File: config.mk
export PLATFORM = sky130hd
export DESIGN_NAME = isp_programming_command_sequencer_unit
export DESIGN_NICKNAME = d
export VERILOG_FILES = /design/src/design/ispcs_pkg.sv /design/src/design/ispcs_front.sv /design/src/design/ispcs_queue.sv /design/src/design/ispcs_back.sv /design/src/design/isp_programming_command_sequencer_unit.sv
export SDC_FILE = /design/constraint.sdc
export NUM_CORES = 1
export LEC_CHECK = 0
export BUFFER_PORTS_ARGS = -buffer_cell sky130_fd_sc_hd__buf_2
export CAP_MARGIN = 10
export CORE_MARGIN = 5
export CORE_UTILIZATION = 60
export DETAILED_ROUTE_END_ITERATION = 8
export PLACE_DENSITY = 0.81
export SLEW_MARGIN = 40
export SYNTH_ARGS = -nofsm -noshare
export SYNTH_HDL_FRONTEND = slang
export SYNTH_SLANG_ARGS = --single-unit
File: constraint.sdc
create_clock -name clk -period 10.99 [get_ports clk]
set_input_delay 1.6485 -clock clk [delete_from_list [all_inputs] [get_ports clk]]
set_output_delay 1.6485 -clock clk [all_outputs]
set_load 0.02 [all_outputs]
File: src/design/ispcs_pkg.sv
// Shared types, codes and frame constants for the serial programming sequencer.
// Used by the front, queue, back and top-level files; depends on nothing.
package ispcs_pkg;

  // Word kinds on the input channel (tuser)
  localparam logic [1:0] KIND_REQ   = 2'd0;
  localparam logic [1:0] KIND_REPLY = 2'd1;
  localparam logic [1:0] KIND_TICK  = 2'd2;

  // Host operations
  localparam logic [2:0] OP_READ_FLASH   = 3'd0;
  localparam logic [2:0] OP_READ_EEPROM  = 3'd1;
  localparam logic [2:0] OP_WRITE_EEPROM = 3'd2;
  localparam logic [2:0] OP_LOAD_FLASH   = 3'd3;
  localparam logic [2:0] OP_COMMIT_PAGE  = 3'd4;
  localparam logic [2:0] OP_BUSY         = 3'd5;

  // Result kinds (out tuser bit 0)
  localparam logic OUT_TX   = 1'b0;
  localparam logic OUT_DONE = 1'b1;

  // First bytes of the serial frames
  localparam logic [7:0] CMD_READ_FLASH   = 8'h20;
  localparam logic [7:0] CMD_READ_EEPROM  = 8'hA0;
  localparam logic [7:0] CMD_WRITE_EEPROM = 8'hC0;
  localparam logic [7:0] CMD_LOAD_FLASH   = 8'h40;
  localparam logic [7:0] CMD_COMMIT_PAGE  = 8'h4C;
  localparam logic [7:0] CMD_BUSY         = 8'hF0;
  localparam logic [7:0] ERASED_BYTE      = 8'hFF;

  // Configuration register indexes
  localparam logic [2:0] REG_EEPROM_FULL_WAIT  = 3'd0;
  localparam logic [2:0] REG_EEPROM_MAX_CHECKS = 3'd1;
  localparam logic [2:0] REG_EEPROM_POLL_WAIT  = 3'd2;
  localparam logic [2:0] REG_FLASH_FULL_WAIT   = 3'd3;
  localparam logic [2:0] REG_FLASH_MAX_CHECKS  = 3'd4;
  localparam logic [2:0] REG_FLASH_POLL_WAIT   = 3'd5;
  localparam logic [2:0] REG_PAGE_POLL_TRIES   = 3'd6;
  localparam logic [2:0] REG_PAGE_POLL_WAIT    = 3'd7;

  typedef enum logic [1:0] {
    PH_IDLE  = 2'd0,
    PH_REPLY = 2'd1,
    PH_WAIT  = 2'd2
  } phase_t;

  typedef struct packed {
    logic [15:0] eeprom_full_wait;
    logic [7:0]  eeprom_max_checks;
    logic [15:0] eeprom_poll_wait;
    logic [15:0] flash_full_wait;
    logic [7:0]  flash_max_checks;
    logic [15:0] flash_poll_wait;
    logic [7:0]  page_poll_tries;
    logic [15:0] page_poll_wait;
  } cfg_t;

  // One queued job: a four-byte frame or a completion
  typedef struct packed {
    logic            is_frame;
    logic [3:0][7:0] bytes;
    logic [7:0]      read_value;
    logic            busy;
  } job_t;

  typedef struct packed {
    logic full;
    logic empty;
  } q_status_t;

  function automatic job_t make_frame(logic [7:0] b0, logic [7:0] b1,
                                      logic [7:0] b2, logic [7:0] b3);
    job_t j;
    j = '0;
    j.is_frame = 1'b1;
    j.bytes[0] = b0;
    j.bytes[1] = b1;
    j.bytes[2] = b2;
    j.bytes[3] = b3;
    return j;
  endfunction

  function automatic job_t make_done(logic [7:0] rv, logic busy);
    job_t j;
    j = '0;
    j.read_value = rv;
    j.busy = busy;
    return j;
  endfunction

  // Flash read of byte address a: low/high byte picked by bit 0
  function automatic job_t flash_read_frame(logic [15:0] a);
    logic [15:0] w;
    w = a >> 1;
    return make_frame(CMD_READ_FLASH | {4'b0, a[0], 3'b0}, w[15:8], w[7:0], 8'h00);
  endfunction

endpackage

File: src/design/ispcs_front.sv
// Front part: accepts input words, runs the operation state and queues jobs.
// Depends on ispcs_pkg.
module ispcs_front #(
  parameter int ADDR_BITS = 16
) (
  input  logic                clk,
  input  logic                rst_n,
  input  logic                accept,
  input  logic [1:0]          kind,
  input  logic [2:0]          op,
  input  logic [15:0]         byte_address,
  input  logic [7:0]          write_value,
  input  logic                poll_enable,
  input  logic [7:0]          reply_byte,
  input  ispcs_pkg::cfg_t     cfg,
  output logic                push,
  output ispcs_pkg::job_t     job
);

  ispcs_pkg::phase_t      phase_r, phase_nxt;
  logic [2:0]             op_r, op_nxt;
  logic [ADDR_BITS-1:0]   addr_r, addr_nxt;
  logic [7:0]             val_r, val_nxt;
  logic                   hpoll_r, hpoll_nxt;
  logic [7:0]             tries_r, tries_nxt;
  logic [15:0]            wait_r, wait_nxt;
  logic                   polling_r, polling_nxt;

  logic [15:0] in_a16, held_a16, in_w, wait_ticks, wait_dec;
  logic        do_wait, do_after, do_poll, done, done_busy;
  logic [7:0]  done_rv;

  assign in_a16   = 16'(byte_address[ADDR_BITS-1:0]);
  assign held_a16 = 16'(addr_r);
  assign in_w     = in_a16 >> 1;

  always_comb begin
    phase_nxt   = phase_r;
    op_nxt      = op_r;
    addr_nxt    = addr_r;
    val_nxt     = val_r;
    hpoll_nxt   = hpoll_r;
    tries_nxt   = tries_r;
    wait_nxt    = wait_r;
    polling_nxt = polling_r;
    push        = 1'b0;
    job         = '0;
    do_wait     = 1'b0;
    do_after    = 1'b0;
    do_poll     = 1'b0;
    done        = 1'b0;
    done_rv     = 8'h00;
    done_busy   = 1'b0;
    wait_ticks  = 16'h0000;
    wait_dec    = 16'h0000;

    if (accept) begin
      case (kind)
        ispcs_pkg::KIND_REQ: begin
          if (phase_r == ispcs_pkg::PH_IDLE && op <= ispcs_pkg::OP_BUSY) begin
            op_nxt      = op;
            addr_nxt    = byte_address[ADDR_BITS-1:0];
            val_nxt     = write_value;
            hpoll_nxt   = poll_enable;
            polling_nxt = 1'b0;
            phase_nxt   = ispcs_pkg::PH_REPLY;
            push        = 1'b1;
            case (op)
              ispcs_pkg::OP_READ_FLASH:
                job = ispcs_pkg::flash_read_frame(in_a16);
              ispcs_pkg::OP_READ_EEPROM:
                job = ispcs_pkg::make_frame(ispcs_pkg::CMD_READ_EEPROM,
                                            in_a16[15:8], in_a16[7:0], 8'h00);
              ispcs_pkg::OP_WRITE_EEPROM:
                job = ispcs_pkg::make_frame(ispcs_pkg::CMD_WRITE_EEPROM,
                                            in_a16[15:8], in_a16[7:0], write_value);
              ispcs_pkg::OP_LOAD_FLASH:
                job = ispcs_pkg::make_frame(
                        ispcs_pkg::CMD_LOAD_FLASH | {4'b0, in_a16[0], 3'b0},
                        in_w[15:8], in_w[7:0], write_value);
              ispcs_pkg::OP_COMMIT_PAGE:
                job = ispcs_pkg::make_frame(ispcs_pkg::CMD_COMMIT_PAGE,
                                            in_w[15:8], in_w[7:0], 8'h00);
              default:
                job = ispcs_pkg::make_frame(ispcs_pkg::CMD_BUSY, 8'h00, 8'h00, 8'h00);
            endcase
          end
        end
        ispcs_pkg::KIND_REPLY: begin
          if (phase_r == ispcs_pkg::PH_REPLY) begin
            case (op_r)
              ispcs_pkg::OP_READ_FLASH, ispcs_pkg::OP_READ_EEPROM: begin
                done    = 1'b1;
                done_rv = reply_byte;
              end
              ispcs_pkg::OP_BUSY: begin
                done      = 1'b1;
                done_busy = reply_byte[0];
              end
              ispcs_pkg::OP_WRITE_EEPROM: begin
                if (polling_r) begin
                  if (reply_byte == val_r) done = 1'b1;
                  else begin
                    do_wait    = 1'b1;
                    wait_ticks = cfg.eeprom_poll_wait;
                  end
                end else if (val_r == ispcs_pkg::ERASED_BYTE) begin
                  do_wait    = 1'b1;
                  wait_ticks = cfg.eeprom_full_wait;
                end else begin
                  tries_nxt   = cfg.eeprom_max_checks;
                  polling_nxt = 1'b1;
                  do_poll     = 1'b1;
                end
              end
              ispcs_pkg::OP_LOAD_FLASH: begin
                if (polling_r) begin
                  if (reply_byte != ispcs_pkg::ERASED_BYTE) done = 1'b1;
                  else begin
                    do_wait    = 1'b1;
                    wait_ticks = cfg.flash_poll_wait;
                  end
                end else if (!hpoll_r) begin
                  done = 1'b1;
                end else if (val_r == ispcs_pkg::ERASED_BYTE) begin
                  do_wait    = 1'b1;
                  wait_ticks = cfg.flash_full_wait;
                end else begin
                  tries_nxt   = cfg.flash_max_checks;
                  polling_nxt = 1'b1;
                  do_poll     = 1'b1;
                end
              end
              ispcs_pkg::OP_COMMIT_PAGE: begin
                if (polling_r) begin
                  if (reply_byte != ispcs_pkg::ERASED_BYTE) done = 1'b1;
                  else begin
                    do_wait    = 1'b1;
                    wait_ticks = cfg.page_poll_wait;
                  end
                end else begin
                  tries_nxt   = cfg.page_poll_tries;
                  polling_nxt = 1'b1;
                  do_poll     = 1'b1;
                end
              end
              default: done = 1'b1;
            endcase
          end
        end
        ispcs_pkg::KIND_TICK: begin
          if (phase_r == ispcs_pkg::PH_WAIT) begin
            wait_dec = wait_r - 16'(wait_r != 16'h0000);
            wait_nxt = wait_dec;
            if (wait_dec == 16'h0000) do_after = 1'b1;
          end
        end
        default: ;
      endcase
    end

    // Start a wait; a zero count falls straight through to what follows it
    if (do_wait) begin
      wait_nxt = wait_ticks;
      if (wait_ticks == 16'h0000) do_after = 1'b1;
      else phase_nxt = ispcs_pkg::PH_WAIT;
    end

    if (do_after) begin
      if (polling_nxt) do_poll = 1'b1;
      else done = 1'b1;
    end

    // Next readback, or finish when the tries are used up
    if (do_poll) begin
      if (tries_nxt == 8'h00) begin
        done = 1'b1;
      end else begin
        tries_nxt   = tries_nxt - 8'd1;
        polling_nxt = 1'b1;
        phase_nxt   = ispcs_pkg::PH_REPLY;
        push        = 1'b1;
        if (op_r == ispcs_pkg::OP_WRITE_EEPROM)
          job = ispcs_pkg::make_frame(ispcs_pkg::CMD_READ_EEPROM,
                                      held_a16[15:8], held_a16[7:0], 8'h00);
        else
          job = ispcs_pkg::flash_read_frame(held_a16);
      end
    end

    if (done) begin
      push        = 1'b1;
      job         = ispcs_pkg::make_done(done_rv, done_busy);
      phase_nxt   = ispcs_pkg::PH_IDLE;
      polling_nxt = 1'b0;
    end
  end

  always_ff @(posedge clk) begin
    if (!rst_n) begin
      phase_r   <= ispcs_pkg::PH_IDLE;
      op_r      <= 3'd0;
      addr_r    <= '0;
      val_r     <= 8'h00;
      hpoll_r   <= 1'b0;
      tries_r   <= 8'h00;
      wait_r    <= 16'h0000;
      polling_r <= 1'b0;
    end else begin
      phase_r   <= phase_nxt;
      op_r      <= op_nxt;
      addr_r    <= addr_nxt;
      val_r     <= val_nxt;
      hpoll_r   <= hpoll_nxt;
      tries_r   <= tries_nxt;
      wait_r    <= wait_nxt;
      polling_r <= polling_nxt;
    end
  end

endmodule

File: src/design/ispcs_queue.sv
// Job queue between front and back: a small circular buffer of jobs.
// Depends on ispcs_pkg.
module ispcs_queue #(
  parameter int DEPTH = 4
) (
  input  logic                 clk,
  input  logic                 rst_n,
  input  logic                 push,
  input  ispcs_pkg::job_t      push_job,
  input  logic                 pop,
  output ispcs_pkg::job_t      head,
  output ispcs_pkg::q_status_t status
);

  localparam int PW = (DEPTH > 1) ? $clog2(DEPTH) : 1;
  localparam int CW = $clog2(DEPTH + 1);

  ispcs_pkg::job_t      slot_r [DEPTH];
  logic [PW-1:0]        wr_r, wr_nxt, rd_r, rd_nxt;
  logic [CW-1:0]        cnt_r, cnt_nxt;
  logic                 do_push, do_pop;

  assign status.full  = (cnt_r == CW'(DEPTH));
  assign status.empty = (cnt_r == '0);
  assign head         = slot_r[rd_r];
  assign do_push      = push && !status.full;
  assign do_pop       = pop && !status.empty;

  always_comb begin
    wr_nxt  = wr_r;
    rd_nxt  = rd_r;
    cnt_nxt = cnt_r;
    if (do_push) wr_nxt = (wr_r == PW'(DEPTH - 1)) ? '0 : wr_r + PW'(1);
    if (do_pop)  rd_nxt = (rd_r == PW'(DEPTH - 1)) ? '0 : rd_r + PW'(1);
    if (do_push && !do_pop) cnt_nxt = cnt_r + CW'(1);
    else if (do_pop && !do_push) cnt_nxt = cnt_r - CW'(1);
  end

  always_ff @(posedge clk) begin
    if (do_push) slot_r[wr_r] <= push_job;
  end

  always_ff @(posedge clk) begin
    if (!rst_n) begin
      wr_r  <= '0;
      rd_r  <= '0;
      cnt_r <= '0;
    end else begin
      wr_r  <= wr_nxt;
      rd_r  <= rd_nxt;
      cnt_r <= cnt_nxt;
    end
  end

endmodule

File: src/design/ispcs_back.sv
// Back part: expands queued jobs into result words behind an output register.
// Depends on ispcs_pkg.
module ispcs_back (
  input  logic            clk,
  input  logic            rst_n,
  input  ispcs_pkg::job_t head,
  input  logic            head_valid,
  output logic            pop,
  output logic            out_valid,
  input  logic            out_ready,
  output logic            out_kind,
  output logic [7:0]      tx_byte,
  output logic            frame_end,
  output logic [7:0]      read_value,
  output logic            busy_bit,
  output logic            last
);

  logic [1:0] idx_r, idx_nxt;
  logic       valid_r, valid_nxt;
  logic       kind_r, kind_nxt, fend_r, fend_nxt, busy_r, busy_nxt, last_r, last_nxt;
  logic [7:0] tx_r, tx_nxt, rv_r, rv_nxt;
  logic       load;

  assign load = head_valid && (!valid_r || out_ready);

  always_comb begin
    idx_nxt   = idx_r;
    valid_nxt = valid_r && !out_ready;
    kind_nxt  = kind_r;
    fend_nxt  = fend_r;
    busy_nxt  = busy_r;
    last_nxt  = last_r;
    tx_nxt    = tx_r;
    rv_nxt    = rv_r;
    pop       = 1'b0;
    if (load) begin
      valid_nxt = 1'b1;
      if (head.is_frame) begin
        kind_nxt = ispcs_pkg::OUT_TX;
        tx_nxt   = head.bytes[idx_r];
        fend_nxt = (idx_r == 2'd3);
        last_nxt = (idx_r == 2'd3);
        rv_nxt   = 8'h00;
        busy_nxt = 1'b0;
        pop      = (idx_r == 2'd3);
        idx_nxt  = idx_r + 2'd1;
      end else begin
        kind_nxt = ispcs_pkg::OUT_DONE;
        tx_nxt   = 8'h00;
        fend_nxt = 1'b0;
        last_nxt = 1'b1;
        rv_nxt   = head.read_value;
        busy_nxt = head.busy;
        pop      = 1'b1;
        idx_nxt  = 2'd0;
      end
    end
  end

  always_ff @(posedge clk) begin
    if (!rst_n) begin
      idx_r   <= 2'd0;
      valid_r <= 1'b0;
    end else begin
      idx_r   <= idx_nxt;
      valid_r <= valid_nxt;
    end
    kind_r <= kind_nxt;
    fend_r <= fend_nxt;
    busy_r <= busy_nxt;
    last_r <= last_nxt;
    tx_r   <= tx_nxt;
    rv_r   <= rv_nxt;
  end

  assign out_valid  = valid_r;
  assign out_kind   = kind_r;
  assign tx_byte    = tx_r;
  assign frame_end  = fend_r;
  assign read_value = rv_r;
  assign busy_bit   = busy_r;
  assign last       = last_r;

endmodule

File: src/design/isp_programming_command_sequencer_unit.sv
// The first result word passes through the job queue and then the output register to out_tvalid.
// Throughput: one input word per cycle while the job queue has room; the output side
// delivers one result word per cycle while out_tready is high, four words for a frame job.
// An input word that causes no job costs nothing downstream.
// Reset (rst_n low, synchronous): phase idle, counters, queue pointers and output valid
// cleared, configuration registers back to their defaults.
module isp_programming_command_sequencer_unit #(
  parameter int ADDR_BITS   = 16,
  parameter int QUEUE_DEPTH = 4
) (
  input  logic        clk,
  input  logic        rst_n,
  // input channel
  input  logic        in_tvalid,
  output logic        in_tready,
  input  logic [39:0] in_tdata,   // op[2:0], byte_address[18:3], write_value[26:19],
                                  // poll_enable[27], reply_byte[35:28], zero fill
  input  logic [1:0]  in_tuser,   // kind[1:0]
  // result channel
  output logic        out_tvalid,
  input  logic        out_tready,
  output logic [23:0] out_tdata,  // tx_byte[7:0], read_value[15:8], busy_bit[16], zero fill
  output logic [1:0]  out_tuser,  // out_kind[0], frame_end[1]
  output logic        out_tlast,  // last result word caused by one input word
  // configuration write port
  input  logic        cfg_we,
  input  logic [2:0]  cfg_index,
  input  logic [15:0] cfg_wdata
);

  ispcs_pkg::cfg_t      cfg_r;
  ispcs_pkg::job_t      push_job, head_job;
  ispcs_pkg::q_status_t q_stat;
  logic                 push, pop, accept;
  logic                 o_kind, o_fend, o_busy;
  logic [7:0]           o_tx, o_rv;

  // Configuration registers: taken on any edge with the write enable high
  always_ff @(posedge clk) begin
    if (!rst_n) begin
      cfg_r.eeprom_full_wait  <= 16'd1000;
      cfg_r.eeprom_max_checks <= 8'd10;
      cfg_r.eeprom_poll_wait  <= 16'd100;
      cfg_r.flash_full_wait   <= 16'd1000;
      cfg_r.flash_max_checks  <= 8'd10;
      cfg_r.flash_poll_wait   <= 16'd100;
      cfg_r.page_poll_tries   <= 8'd10;
      cfg_r.page_poll_wait    <= 16'd100;
    end else if (cfg_we) begin
      case (cfg_index)
        ispcs_pkg::REG_EEPROM_FULL_WAIT:  cfg_r.eeprom_full_wait  <= cfg_wdata;
        ispcs_pkg::REG_EEPROM_MAX_CHECKS: cfg_r.eeprom_max_checks <= cfg_wdata[7:0];
        ispcs_pkg::REG_EEPROM_POLL_WAIT:  cfg_r.eeprom_poll_wait  <= cfg_wdata;
        ispcs_pkg::REG_FLASH_FULL_WAIT:   cfg_r.flash_full_wait   <= cfg_wdata;
        ispcs_pkg::REG_FLASH_MAX_CHECKS:  cfg_r.flash_max_checks  <= cfg_wdata[7:0];
        ispcs_pkg::REG_FLASH_POLL_WAIT:   cfg_r.flash_poll_wait   <= cfg_wdata;
        ispcs_pkg::REG_PAGE_POLL_TRIES:   cfg_r.page_poll_tries   <= cfg_wdata[7:0];
        ispcs_pkg::REG_PAGE_POLL_WAIT:    cfg_r.page_poll_wait    <= cfg_wdata;
        default: ;
      endcase
    end
  end

  // Take a word whenever the queue can hold the job it may cause
  assign in_tready = !q_stat.full;
  assign accept    = in_tvalid && in_tready;

  ispcs_front #(
    .ADDR_BITS (ADDR_BITS)
  ) u_front (
    .clk          (clk),
    .rst_n        (rst_n),
    .accept       (accept),
    .kind         (in_tuser),
    .op           (in_tdata[2:0]),
    .byte_address (in_tdata[18:3]),
    .write_value  (in_tdata[26:19]),
    .poll_enable  (in_tdata[27]),
    .reply_byte   (in_tdata[35:28]),
    .cfg          (cfg_r),
    .push         (push),
    .job          (push_job)
  );

  ispcs_queue #(
    .DEPTH (QUEUE_DEPTH)
  ) u_queue (
    .clk      (clk),
    .rst_n    (rst_n),
    .push     (push),
    .push_job (push_job),
    .pop      (pop),
    .head     (head_job),
    .status   (q_stat)
  );

  // Drain jobs into words; the output register holds a word until taken
  ispcs_back u_back (
    .clk        (clk),
    .rst_n      (rst_n),
    .head       (head_job),
    .head_valid (!q_stat.empty),
    .pop        (pop),
    .out_valid  (out_tvalid),
    .out_ready  (out_tready),
    .out_kind   (o_kind),
    .tx_byte    (o_tx),
    .frame_end  (o_fend),
    .read_value (o_rv),
    .busy_bit   (o_busy),
    .last       (out_tlast)
  );

  assign out_tdata = {7'b0, o_busy, o_rv, o_tx};
  assign out_tuser = {o_fend, o_kind};

`ifndef SYNTH
  // The front never queues a job into a full queue
  a_no_overflow: assert property (@(posedge clk) disable iff (!rst_n)
    push |-> !q_stat.full)
    else $error("job pushed into full queue");

  // A pop only happens when the back loads a word from a present job
  a_pop_loads: assert property (@(posedge clk) disable iff (!rst_n)
    pop |-> !q_stat.empty ##1 out_tvalid)
    else $error("job dropped without a word");

  // A completion word carries no serial byte and closes its run
  a_done_word: assert property (@(posedge clk) disable iff (!rst_n)
    (out_tvalid && out_tuser[0]) |-> (out_tlast && out_tdata[7:0] == 8'h00 && !out_tuser[1]))
    else $error("malformed completion word");
`endif

endmodule

; ---- Word-level counts from Yosys, hierarchy flattened
; Memories as Yosys holds them, arrays and structs flattened. A register that Yosys moved wholly into a read port is not among the register bits.
; Cells that the tools add are included.
[word_totals]
input_bits = 66
mem_count = 1
wordCells = 230
register_bits = 189
out_inout_bits = 29
ram_bits = 168
[classes]
n_bitwise = 1
n_lt_le_gt_ge = 2
n_reduce_logical = 41
n_eq_ne = 27
n_mux = 124
add_sub_neg = 7
[memory_table]
columns = memory, words, width, rd, rd_ports_with_merged_regs, wr, line
row1 = u_queue.slot_r, 4, 42, 1, 1, 1, ispcs_queue.sv:18  ; ispcs_pkg::job_t slot_r [DEPTH];
[op_table]
columns = op, count
row1 = 16-bit 2-to-1 mux, 16
row2 = 42-bit 2-to-1 mux, 6
row3 = 41-bit case mux with 5 select lines, 1
row4 = 8-bit 2-to-1 mux, 16
row5 = 1-bit 2-to-1 mux, 62
row6 = 16-bit case mux with 3 select lines, 1
row7 = 33-bit 2-to-1 mux, 1
row8 = 16-bit zero test, 2
row9 = "3-bit == test, second input constant", 8
row10 = 2-bit 2-to-1 mux, 12
row11 = 8-bit case mux with 3 select lines, 1
row12 = "3-bit by 2-bit == test with 1-bit output, second input constant", 6
row13 = 8-bit binary-select mux with 2-bit select, 1
row14 = 2-bit AND reduction, 8
row15 = 16-bit nonzero test, 1
row16 = 16-bit by 1-bit subtractor with 16-bit output, 1
row17 = 3-bit zero test, 4
row18 = 1-bit case mux with 3 select lines, 4
row19 = "2-bit == test, second input constant", 5
row20 = "3-bit by 1-bit == test with 1-bit output, second input constant", 3
row21 = 8-bit == test, 1
row22 = "8-bit == test, second input constant", 1
row23 = 1-bit logical AND, 8
row24 = 8-bit zero test, 1
row25 = 17 further kinds, 32

; ---- Depth between registers and ports, before layout
[depth]
ltp_word = 20
depth_mapped = 21
ltp_nobuf = 20

; ---- By module
; Synthesis repeated with hierarchy kept, for this count alone.
[unflattened]
cells_unflattened = 1529
area_unflattened_um2 = 17205.3
[by_module_without_submodules]
columns = mod, area_each_um2, instances, seq_area_each_um2, cells_per_inst
row1 = ispcs_queue, 6593.8, 1, 5225.0, 271
row2 = ispcs_front, 5506.5, 1, 1101.1, 790
row3 = isp_programming_command_sequencer_unit, 4027.6, 1, 2082.0, 389
row4 = ispcs_back, 1077.3, 1, 660.6, 79

; ---- Worst setup path after synthesis
; Ideal clock, no wire load.
[synth_timing]
path_kind = input -> register
from = input in_tdata[31]
to = memory u_queue.slot_r[3][0] (netlist bit) (enable)
required_ps = 10589
n_path_buf = 1
path_slack_ps = 6277
setup_time_ps = 401
cell_stages = 10
t_arrival_ps = 4311
path_cell_list = and4_1 and3_1 clkbuf_1 a22oi_1 a21oi_1 nor4_4 a2bb2oi_1 and2_1 inv_1 and2_1
[synth_between]
elab_chain_len = 17
elab_cells_between_ends = 43
classes_between = eq/ne (2) / mux (39) / reduce/logical (2)
[synth_lines]
columns = element, line
row1 = "start, declared", isp_programming_command_sequencer_unit.sv:16  ; input logic [39:0] in_tdata,
row2 = 8-bit != test / 8-bit == test (equally long branches), "ispcs_front.sv:118, ispcs_front.sv:136, ispcs_front.sv:102"
row3 = 16-bit 2-to-1 mux (on tied branches), "ispcs_front.sv:136, ispcs_front.sv:102, ispcs_front.sv:118"
row4 = 16-bit 2-to-1 mux (on tied branches), "ispcs_front.sv:135, ispcs_front.sv:101, ispcs_front.sv:117"
row5 = 16-bit case mux with 3 select lines, ispcs_front.sv:91  ; case (op_r)
row6 = 16-bit 2-to-1 mux, ispcs_front.sv:90  ; if (phase_r == ispcs_pkg::PH_REPLY) begin
row7 = 16-bit 2-to-1 mux, ispcs_front.sv:58  ; case (kind)
row8 = 16-bit 2-to-1 mux, ispcs_front.sv:57  ; if (accept) begin
row9 = 16-bit zero test, ispcs_front.sv:165  ; if (wait_ticks == 16'h0000) do_after = 1'b1;
row10 = (+2 left out), n/a
row11 = 1-bit 2-to-1 mux, ispcs_front.sv:169  ; if (do_after) begin
row12 = 1-bit 2-to-1 mux, ispcs_front.sv:176  ; if (tries_nxt == 8'h00) begin
row13 = 1-bit 2-to-1 mux, ispcs_front.sv:175  ; if (do_poll) begin
row14 = 1-bit 2-to-1 mux (*), ispcs_front.sv:191  ; if (done) begin
row15 = 1-bit logical AND (*), ispcs_queue.sv:26  ; assign do_push = push && !status.full;
row16 = net u_queue.do_push, ispcs_queue.sv:21  ; logic do_push, do_pop;
row17 = 1-bit 2-to-1 mux (*), ispcs_queue.sv:40  ; if (do_push) slot_r[wr_r] <= push_job;
row18 = 1-bit 2-to-1 mux (not written as such) (*), ispcs_queue.sv:40
row19 = "end, declared", ispcs_queue.sv:18
; The timed path passes the listed nets; every way through them passes the cells marked *.

; ---- Worst setup path in the final report
[layout_timing]
from = input in_tdata[35]
to = register u_queue.cnt_r[2]
[layout_between]
elab_chain_len = 18
elab_cells_between_ends = 46
classes_between = eq/ne (2) / mux (38) / reduce/logical (6)
[layout_lines]
columns = element, line
row1 = 8-bit != test / 8-bit == test (equally long branches), "ispcs_front.sv:118, ispcs_front.sv:136, ispcs_front.sv:102"
row2 = 16-bit 2-to-1 mux (on tied branches), "ispcs_front.sv:136, ispcs_front.sv:102, ispcs_front.sv:118"
row3 = 16-bit 2-to-1 mux (on tied branches), "ispcs_front.sv:135, ispcs_front.sv:101, ispcs_front.sv:117"
row4 = 16-bit case mux with 3 select lines, ispcs_front.sv:91
row5 = 16-bit 2-to-1 mux, ispcs_front.sv:90
row6 = 16-bit 2-to-1 mux, ispcs_front.sv:58
row7 = 16-bit 2-to-1 mux, ispcs_front.sv:57
row8 = 16-bit zero test, ispcs_front.sv:165
row9 = (+3 left out), n/a
row10 = 1-bit 2-to-1 mux, ispcs_front.sv:176
row11 = 1-bit 2-to-1 mux, ispcs_front.sv:175
row12 = 1-bit 2-to-1 mux (*), ispcs_front.sv:191
row13 = 1-bit logical AND (*), ispcs_queue.sv:26
row14 = net u_queue.do_push, ispcs_queue.sv:21
row15 = 1-bit zero test, ispcs_queue.sv:36  ; else if (do_pop && !do_push) cnt_nxt = cnt_r - CW'(1);
row16 = 1-bit logical AND, ispcs_queue.sv:36
row17 = 2-bit nonzero test (no line), n/a
row18 = "end signal, assigned", ispcs_queue.sv:51  ; cnt_r <= cnt_nxt;
row19 = "end, declared", ispcs_queue.sv:20  ; logic [CW-1:0] cnt_r, cnt_nxt;
; Marks and branches as above.
; A chain may end at the register's enable or synchronous reset.

==> impl_metrics.csv <==
group,metric,value,unit
run_status,status,"completed",
placed_design,gp_congestion,0.881,
synthesis,synthTopCellsByArea,"edfxtp_1 33%, dfxtp_1 21%, nand2_1 7.3%, mux4_2 6.1%, a21boi_0 5.4%",
clocking,numCtsBuffers,36,
setup_path,reg2reg_from,"u_front.wait_r[6]$_SDFFE_PN0P_",
job,maxCapViolCount,0,
die,rows,60,
synthesis,syn_area,16500,µm²
die,pin_count,95,
placed_design,dpl_worst_slack,5140,ps
detailed_routing,route.detailed.drc,0,
global_route,grt_pass1_wl,66300,µm
die,floorplan.initialDensity,0.612,
global_route,track_usage,0.267,
finish,fillers,1932,
sta,fin_crit,5490,ps
global_route,grt_pass1_vias,12100,
synthesis,synthDistinctLibCells,79,
setup_path,critPathArrivalTime,5940,ps
min_path,hp-start,"cfg_r[19]$_SDFFE_PN1P_",
min_path,hold_depth,2,
finish,final_layout_size_suffix_gt1_frac,0.151,
sta,post-route-period-util,0.500,
sta,setup_ws,5500,ps
global_route,antenna_found_initial,2,
clocking,cts_resized,0,
synthesis,syn_inst,1553,
setup_path,crit_fanout,18,
synthesis,async_flop_share,0,
setup_path,cp_common_cell,"inv_1",
setup_path,path_buf_inv,4,
placed_design,hpwl,26700,µm
clocking,clk_path_buf_depth,3,
placed_design,io_buffers,83,
power_and_ir_drop,power_leakage,6.36,nW
min_path,holdPathEnd,"cfg_r[19]$_SDFFE_PN1P_",
die,die_h,176,µm
die,core_area,27000,µm²
power_and_ir_drop,peakVddDrop,0.107,mV
synthesis,avgSynthCellArea,10.7,µm²
clocking,cts_root_buf,"clkbuf_16",
finish,multi_input_area,7180,µm²
sta,finClkSkew,16.2,ps
setup_path,path_class,"primary input to flop",
sta,setup_tns,0,ps
synthesis,seq_area_frac_synth,0.534,
setup_path,critPathRequiredTime,11440,ps
detailed_routing,antenna_left,0,
detailed_routing,avgRoutedWirePerCell,21.4,µm
setup_path,ff2ff_path_depth,16,
global_route,overflow,0,
global_route,gr-usage-met2,0.444,
clocking,postCtsSetupBuffers,0,
setup_path,worst_path_largest_cell_delay,600,ps
die,die_w,176,µm
synthesis,synth_seq_cells,351,
clocking,cts_tree,"built",
clocking,cts_hold_repair.buffers,0,
setup_path,crit_path_cell_trace,"buf_2 -> and4_1 -> nand2_1 -> nor3_4 -> o22ai_1 -> a21oi_2 -> buf_4 -> a2bb2oi_1 -> and2_1 -> inv_1 -> ha_1 -> inv_1 -> fa_1 -> xor2_1 -> or3_1 -> a21boi_0",
detailed_routing,drt_iter0_markers,1462,
setup_path,r2r_setup_slack,5910,ps
detailed_routing,first_pass_iters,5,
setup_path,path_delay_family,"simple AND/OR/NAND/NOR gates",
synthesis,yosysTopAreaCell,"edfxtp_1",
clocking,clkSlewWorstSetupHoldPaths,60,ps
synthesis,yosysTopAreaCellShare,0.327,
power_and_ir_drop,power.density,182,nW/µm²
synthesis,yosysWarnings,0,
synthesis,synth_flop_cell,"edfxtp_1",
finish,final_nets,1661,
detailed_routing,routed_wl,41700,µm
setup_path,start_kind,"primary input",
global_route,met3_usage,0.0407,
die,dieArea,31000,µm²
detailed_routing,vias,12500,
sta,setup_viol,0,
sta,slew_headroom,0.432,
detailed_routing,via_per_inst,6.40,
setup_path,cp-end-kind,"flop",
global_route,top_usage_layer,"met2",
finish,final_util,0.678,
sta,drv_slew,0,
synthesis,synth_edf_count,180,
sta,rsz0062_at_grt,"false",
finish,area_growth,10.7,%
global_route,grt_use_met1,0.365,
clocking,worstSkewPairLatency,530,ps
setup_path,r2r_end,"u_queue.slot_r[2][24]$_DFFE_PP_",
clocking,clock_sinks,351,
setup_path,slowest_stage,"nor3_4",
finish,final-seq-area,8830,µm²
sta,fmax,0.182,GHz
clocking,h-tree-depth,2,
sta,worstMarginPinSlew,851,ps
sta,finalHoldViolations,0,
min_path,hp-class,"flop to flop",
global_route,grt_max_degree,137,
==> routing by layer <==
metal | up-vias | part of all wire
li1 | 5727 | -
met4 | 0 | 0.032
met5 | - | 0
met2 | 639 | 0.49
met3 | 100 | 0.083
met1 | 6028 | 0.40
==> metrics by stage <==
stage                     area [µm²]  instances  total power [mW]  hold slack [ps]
after floorplan                16600       1559              1.92              437
after global placement         17000       1883              2.05              449
after detailed placement       17100       1886              2.07              452
after CTS                      18300       1951              3.35              468
after global routing           18300       1953              3.45              487
final                          18300       1953              3.33              462
==> sequential cells by signal, indices dropped and copies added (netlist names), 3 cells and up, named ones only <==
| signal | flops |
|---|---|
| u_front.op_r | 3 |
| u_queue.slot_r | 160 |
| u_queue.cnt_r | 3 |
| u_front.val_r | 8 |
| u_back.read_value | 8 |
| u_front.addr_r | 16 |
| u_back.tx_byte | 8 |
| u_front.wait_r | 16 |
| cfg_r | 104 |
| u_front.tries_r | 8 |
==> cells in the final DEF, fill, tap and decap left out, types with 45 or more instances in the layout <==
cell | synthesis | routed
a21boi_0 | 118 | 118
a21oi_1 | 65 | 65
buf_2 | 8 | 82
dfxtp_1 | 171 | 168
edfxtp_1 | 180 | 180
mux2i_1 | 52 | 52
mux4_2 | 45 | 45
nand2_1 | 320 | 320
nand3_1 | 51 | 50
nor2_1 | 68 | 66
==> how the worst max path moves through the flow <==
stage | start | endpoint | slack, ps | depth (start not counted)
after detailed placement | in_tdata[35] | u_queue.cnt_r[2]$_SDFFE_PN0P_ | 5140 | 16
after CTS | in_tdata[35] | u_queue.cnt_r[2]$_SDFFE_PN0P_ | 5580 | 16
after global routing | in_tdata[35] | u_queue.cnt_r[2]$_SDFFE_PN0P_ | 5330 | 16
after global placement | in_tdata[35] | u_queue.cnt_r[2]$_SDFFE_PN0P_ | 5360 | 16
final | in_tdata[35] | u_queue.cnt_r[2]$_SDFFE_PN0P_ | 5500 | 16
after floorplan | in_tdata[31] | u_queue.slot_r[3][0]$_DFFE_PP_ | 6280 | 10
==> synthesized netlist by cell type (5+ instances only) <==
library cell / instances
nand3_1: 51
o221ai_1: 7
mux2_2: 9
nand4_1: 9
mux2i_1: 52
buf_2: 8
a21oi_1: 65
o221a_2: 6
xnor2_1: 12
dfxtp_1: 171
o211ai_1: 9
nor2_1: 68
edfxtp_1: 180
clkbuf_2: 8
a22oi_1: 20
a21boi_0: 118
o21a_1: 5
or3_1: 6
nand2_1: 320
buf_4: 11
ha_1: 11
and3_1: 13
o22ai_1: 17
nor4_1: 14
a211oi_1: 13
and2_1: 36
nand2b_1: 11
a31oi_1: 7
clkbuf_1: 72
inv_1: 16
buf_1: 11
buf_6: 5
o21ai_0: 23
nor3_1: 24
o31ai_1: 5
mux4_2: 45
nor2b_1: 14
==> worst register-to-register path, cell delays in order (launching register included) <==
cell,delay (ps)
dfxtp_1,390
nor4_1,460
nand3_1,200
nor3_1,340
nand3_1,130
ha_1,260
ha_1,260
nor2b_1,250
nand3_1,140
xnor2_1,200
o2111ai_1,200
o41ai_1,360
a31oi_1,70
buf_4,210
or2_1,420
buf_8,250
o31ai_1,640
==> power breakdown <==
group / leakage, nW / total, mW / internal [mW] / switching, mW
combinational: 2.70 / 0.515 / 0.219 / 0.296
clock: 0.604 / 1.29 / 0.771 / 0.517
sequential: 3.06 / 1.53 / 1.47 / 0.0568
==> final cells by class <==
type                            count  share of cell area
Clock buffer                       46              0.0529
Timing Repair Buffer              101              0.0313
Clock inverter                     19              0.0148
Tap cell                          341              0.0233
Multi-Input combinational cell   1077               0.392
Antenna cell                        2            0.000273
Sequential cell                   351               0.482
Inverter                           16             0.00328
==> kinds of logic (layout without fill, tap and decap cells) <==
| group | Yosys count | in the layout | synth area share |
|---|---|---|---|
| fa+ha+maj | 12 | 12 | 0.00953 |
| other cells | 1 | 9 | 0.000227 |
| simple gates | 594 | 594 | 0.166 |
| compound gates | 342 | 342 | 0.148 |
| buf+inv | 131 | 182 | 0.0357 |
| mux | 106 | 106 | 0.0989 |
| xor+xnor | 16 | 16 | 0.00847 |
| flops | 351 | 351 | 0.534 |
Note: power is estimated with default switching activity, not from simulation.
